`config.mk`:
```
export PLATFORM = sky130hd
export DESIGN_NAME = gasd_lane
export DESIGN_NICKNAME = d
export VERILOG_FILES = /design/src/hw/rtl/gasd_pkg.sv /design/src/hw/rtl/gasd_lane.sv
export SDC_FILE = /design/constraint.sdc
export NUM_CORES = 2
export LEC_CHECK = 0
export ABC_AREA = 0
export BUFFER_PORTS_ARGS = -buffer_cell sky130_fd_sc_hd__buf_2
export CAP_MARGIN = 20
export CORE_ASPECT_RATIO = 1.4
export CORE_MARGIN = 10
export CORE_UTILIZATION = 65
export CTS_BUF_LIST = sky130_fd_sc_hd__clkbuf_8
export DETAILED_ROUTE_END_ITERATION = 16
export PLACE_DENSITY_LB_ADDON = 0.15
export SKIP_CTS_REPAIR_TIMING = 1
export SLEW_MARGIN = 20
export SYNTH_ARGS = -nofsm -noshare
export SYNTH_HDL_FRONTEND = slang
export SYNTH_SLANG_ARGS = --single-unit
```
`constraint.sdc`:
```
create_clock -name clk -period 6.9 [get_ports clk]
set_input_delay 0.69 -clock clk [delete_from_list [all_inputs] [get_ports clk]]
set_output_delay 0.69 -clock clk [all_outputs]
set_load 0.01 [all_outputs]
```
`src/hw/rtl/gasd_pkg.sv`:
```
`timescale 1ns / 1ps

package gasd_pkg;

    // widths of the data path
    localparam int RAW_W   = 32;
    localparam int NORM_W  = 10;
    localparam int NUM_W   = RAW_W + NORM_W + 1;

    // scaled range and centre
    localparam logic [NORM_W-1:0] NORM_MAX     = 10'd1023;
    localparam logic [NORM_W-1:0] STICK_OFFSET = 10'd512;

    // register stages inside one lane: prepare, numerator, one per quotient bit
    localparam int LANE_DEPTH = NORM_W + 2;

    // register indexes
    typedef enum logic [2:0] {
        REG_X_MIN       = 3'd0,
        REG_X_MAX       = 3'd1,
        REG_Y_MIN       = 3'd2,
        REG_Y_MAX       = 3'd3,
        REG_TRIGGER_MIN = 3'd4,
        REG_TRIGGER_MAX = 3'd5,
        REG_DEADZONE    = 3'd6
    } reg_index_t;

    // one lane result
    typedef struct packed {
        logic              empty;
        logic [NORM_W-1:0] norm;
    } lane_result_t;

endpackage

```
`src/hw/rtl/gasd_lane.sv`:
```
`timescale 1ns / 1ps

module gasd_lane
(
    input  logic                           clk,
    input  logic                           en,
    input  logic signed [gasd_pkg::RAW_W-1:0] value,
    input  logic signed [gasd_pkg::RAW_W-1:0] lo,
    input  logic signed [gasd_pkg::RAW_W-1:0] hi,
    output gasd_pkg::lane_result_t         result
);

    localparam int RW = gasd_pkg::RAW_W;
    localparam int QW = gasd_pkg::NORM_W;
    localparam int NW = gasd_pkg::NUM_W;

    // prepare stage: clamp, offset and span
    logic [RW-1:0]       d_reg;
    logic [RW-1:0]       span_p_reg;
    logic                empty_p_reg;
    logic signed [RW-1:0] clamped;
    logic signed [RW:0]  d_wide;
    logic signed [RW:0]  span_wide;

    always_comb
    begin
        if (value < lo)
            clamped = lo;
        else if (value > hi)
            clamped = hi;
        else
            clamped = value;
        d_wide    = {clamped[RW-1], clamped} - {lo[RW-1], lo};
        span_wide = {hi[RW-1], hi} - {lo[RW-1], lo};
    end

    always_ff @(posedge clk)
    begin
        if (en)
        begin
            d_reg       <= d_wide[RW-1:0];
            span_p_reg  <= span_wide[RW-1:0];
            empty_p_reg <= (hi <= lo);
        end
    end

    // numerator stage: d*1023 + span/2, split into remainder head and low bits
    logic [NW-1:0] num;
    logic [RW-1:0] rem_reg [QW+1];
    logic [QW-1:0] low_reg [QW+1];
    logic [QW-1:0] quo_reg [QW+1];
    logic [RW-1:0] span_reg [QW+1];
    logic          empty_reg [QW+1];

    always_comb
    begin
        num = {1'b0, d_reg, {QW{1'b0}}} - {{(QW+1){1'b0}}, d_reg}
            + {{(QW+2){1'b0}}, span_p_reg[RW-1:1]};
    end

    always_ff @(posedge clk)
    begin
        if (en)
        begin
            rem_reg[0]   <= num[NW-2:QW];
            low_reg[0]   <= num[QW-1:0];
            quo_reg[0]   <= '0;
            span_reg[0]  <= span_p_reg;
            empty_reg[0] <= empty_p_reg;
        end
    end

    // restoring division, one quotient bit per stage
    for (genvar k = 0; k < QW; k++)
    begin : g_div
        logic [RW:0] trial;
        logic        fits;

        always_comb
        begin
            trial = {rem_reg[k], low_reg[k][QW-1-k]};
            fits  = (trial >= {1'b0, span_reg[k]});
        end

        always_ff @(posedge clk)
        begin
            if (en)
            begin
                rem_reg[k+1]   <= fits ? RW'(trial - {1'b0, span_reg[k]}) : RW'(trial);
                low_reg[k+1]   <= low_reg[k];
                quo_reg[k+1]   <= quo_reg[k] | (QW'(fits) << (QW-1-k));
                span_reg[k+1]  <= span_reg[k];
                empty_reg[k+1] <= empty_reg[k];
            end
        end
    end

    assign result.empty = empty_reg[QW];
    assign result.norm  = quo_reg[QW];

endmodule

```
==> out/qor.yml <==
power_and_ir_drop:
  power_density_nw_per_um2: 468
  peakVddDrop_v: 0.000207
  p_clk_share_pct: 14.9
  p_int_w: 0.0156
  p_leak_nw: 24.3
  p_switching_w: 0.0105
  switching_share_pct: 40.3
  p_total_w: 0.0261
  combPwrFrac_pct: 51.9
  power_frac_seq_pct: 33.2
timing:
  worstMarginPinSlew_ns: 1.00
  fin_crit_ns: 5.37
  finClkSkew_ns: 0.0402
  max_freq_mhz: 186
  whs_ns: 0.377
  rsz0062_at_grt: "false"
  slew_violations: 0
  fin_setup_tns_ns: 0
  setup_viol: 0
  max_slew_margin_pct: 33.2
  fin_crit_sh_pct: 77.8
  hold_viol: 0
logic_synthesis:
  synth_seq_cells: 826
  synth_edf_count: 826
  synth_fp_nets: 5494
  syn_avg_cell_area_um2: 10.6
  synthCells: 4866
  synth-warning-count: 0
  ys_async_sr_fraction_pct: 0
  seq_area_frac_synth_pct: 48.3
  synthFlopType: "edfxtp_1"
  synth_cell_types: 75
  syn_area_um2: 51400
routing:
  routed_wl_um: 118000
  antenna_left: 0
  drcViolationCount: 0
  dr.pass1.iters: 7
  vias_per_cell: 5.89
  vias: 36600
  wl_per_cell_um: 18.9
  drt_iter0_markers: 1914
placed_design:
  io_buffers: 108
  gp_congestion: 0.927
  hpwl_um: 93900
  dpl_cell_area_um2: 53400
worst_setup_path:
  crit_fanout: 19
  crit_required_ns: 7.41
  end_kind: "flop"
  setup.worst_path.class: "in2reg"
  worst_ep_arrival_time_ns: 5.88
  cp-start-kind: "primary input"
floorplan:
  std_cell_rows: 121
  core_um2: 78100
  io_pins: 109
  fp.dieArea_um2: 90900
  initial_core_util_pct: 65.8
  die_y_um: 353
  fp.dieW_um: 258
worst_hold_path:
  hold_class: "in2reg"
grt:
  grt_max_degree: 183
  grt_overflow: 0
  antenna_found_initial: 2
  grt_pass1_wl_um: 185000
  track_usage_pct: 25.7
  first_global_vias: 37400
clock_network:
  clk_path_buf_depth: 3
  clock-sinks: 826
  cts_buffers: 131
  clkTransAtPathRegs_ns: 0.07
  cts_htree_levels: 4
  clock_latency_ns: 0.79
  cts_tree: "done"
  cts-root-buf: "clkbuf_8"
cells_and_area:
  stdcell_area_um2: 55800
  multi_input_area_um2: 24000
  drive_above_1_share_pct: 7.99
  final_nets: 5699
  seqCellArea_um2: 24800
  synthToLayoutAreaGrowth_pct: 8.62
  finalCoreUtilization_pct: 71.5
  fillers: 5755
run_status:
  status: "completed"
job:
  maxCapViolCount: 0
## final cells by class
| cell class | instances | share of cell area (%) |
|---|---|---|
| well taps | 1045 | 2.34 |
| repair buffers | 159 | 1.82 |
| inverters | 601 | 4.04 |
| flip-flops and latches | 826 | 44.4 |
| clock inverters | 97 | 0.995 |
| multi-input cells | 3352 | 43.1 |
| clock buffers | 134 | 3.30 |
| diodes | 1 | 0.00448 |
## synth_stat cells (70+ instances only)
library cell / count / area, um2
ha_1: 497 / 6220
inv_1: 601 / 2260
xor2_1: 132 / 1160
edfxtp_1: 826 / 24800
a21o_1: 203 / 1520
a21oi_1: 401 / 2010
nand3_1: 73 / 365
nor3_1: 70 / 350
nor2_1: 255 / 957
o21ai_0: 374 / 1870
nand2_1: 366 / 1370
xnor2_1: 184 / 1610
## through the flow
| step | instances | worst slack, ns |
|---|---|---|
| after floorplan | 4866 | 1.54 |
| after global placement | 5981 | 0.766 |
| after detailed placement | 5983 | 0.719 |
| after CTS | 6214 | 1.59 |
| after global routing | 6215 | 1.18 |
| final | 6215 | 1.53 |
## per-layer routing
layer	wire length, um	track usage, %	vias up
li1	-	-	18100
met1	37000	20.7	17400
met2	69000	53.5	785
met3	3220	3.73	359
met4	8540	17.9	0
met5	0	0	-
## final timing paths
check | slack (ns) | cells after the start | from | to
worst max-delay path | 1.53 | 25 | lo[1] | d_reg[24]
worst min-delay path | 0.38 | 3 | lo[0] | d_reg[0]
worst max register to register | 2.07 | 12 | rem_reg[2][0] | rem_reg[3][11]
worst min register to register | 0.40 | 0 | low_reg[2][0] | low_reg[3][0]
## cells in the final DEF (no fill, tap or decap), types with 134 or more instances in the layout
cell      synthesis  routed
xnor2_1         184     184
clkbuf_8          0     134
nand2_1         366     366
nor2_1          255     255
a21o_1          203     203
o21ai_0         374     374
ha_1            497     497
edfxtp_1        826     826
inv_1           601     637
a21oi_1         401     401
## power by group through the flow
stage / sequential (W) / combinational, W / clock [W]
floorplan: 0.00844 / 0.0102 / 0
global placement: 0.00871 / 0.0131 / 0
detailed placement: 0.00876 / 0.0134 / 0
CTS: 0.00867 / 0.0135 / 0.00396
global route: 0.00881 / 0.0150 / 0.00419
finish: 0.00868 / 0.0136 / 0.00389
## critical path: stages
cell,delay [ns]
buf_2,0.13
inv_1,0.16
ha_1,0.26
a21o_1,0.16
a21oi_1,0.14
o21ai_0,0.14
o41ai_1,0.26
buf_4,0.18
a311o_1,0.16
nand3_1,0.13
a31oi_4,0.53
buf_4,0.20
mux2i_1,0.21
ha_1,0.20
inv_1,0.06
fa_1,0.40
a21o_1,0.19
a21oi_1,0.28
o21ai_0,0.18
a31o_2,0.33
nand3_1,0.16
nand3_1,0.18
a31o_2,0.28
a21oi_1,0.18
xnor2_1,0.08
## logic make-up after synthesis
kind of cell             after synthesis  synth area share, %
buffers and inverters                688                 5.08
adder cells (fa/ha/maj)              530                 13.4
AO/OA/AOI/OAI                       1352                 16.3
XOR/XNOR                             316                 5.39
AND/OR/NAND/NOR                     1078                 9.92
flip-flops                           826                 48.3
multiplexers                          76                 1.64
(Power assumes the default switching activity.)
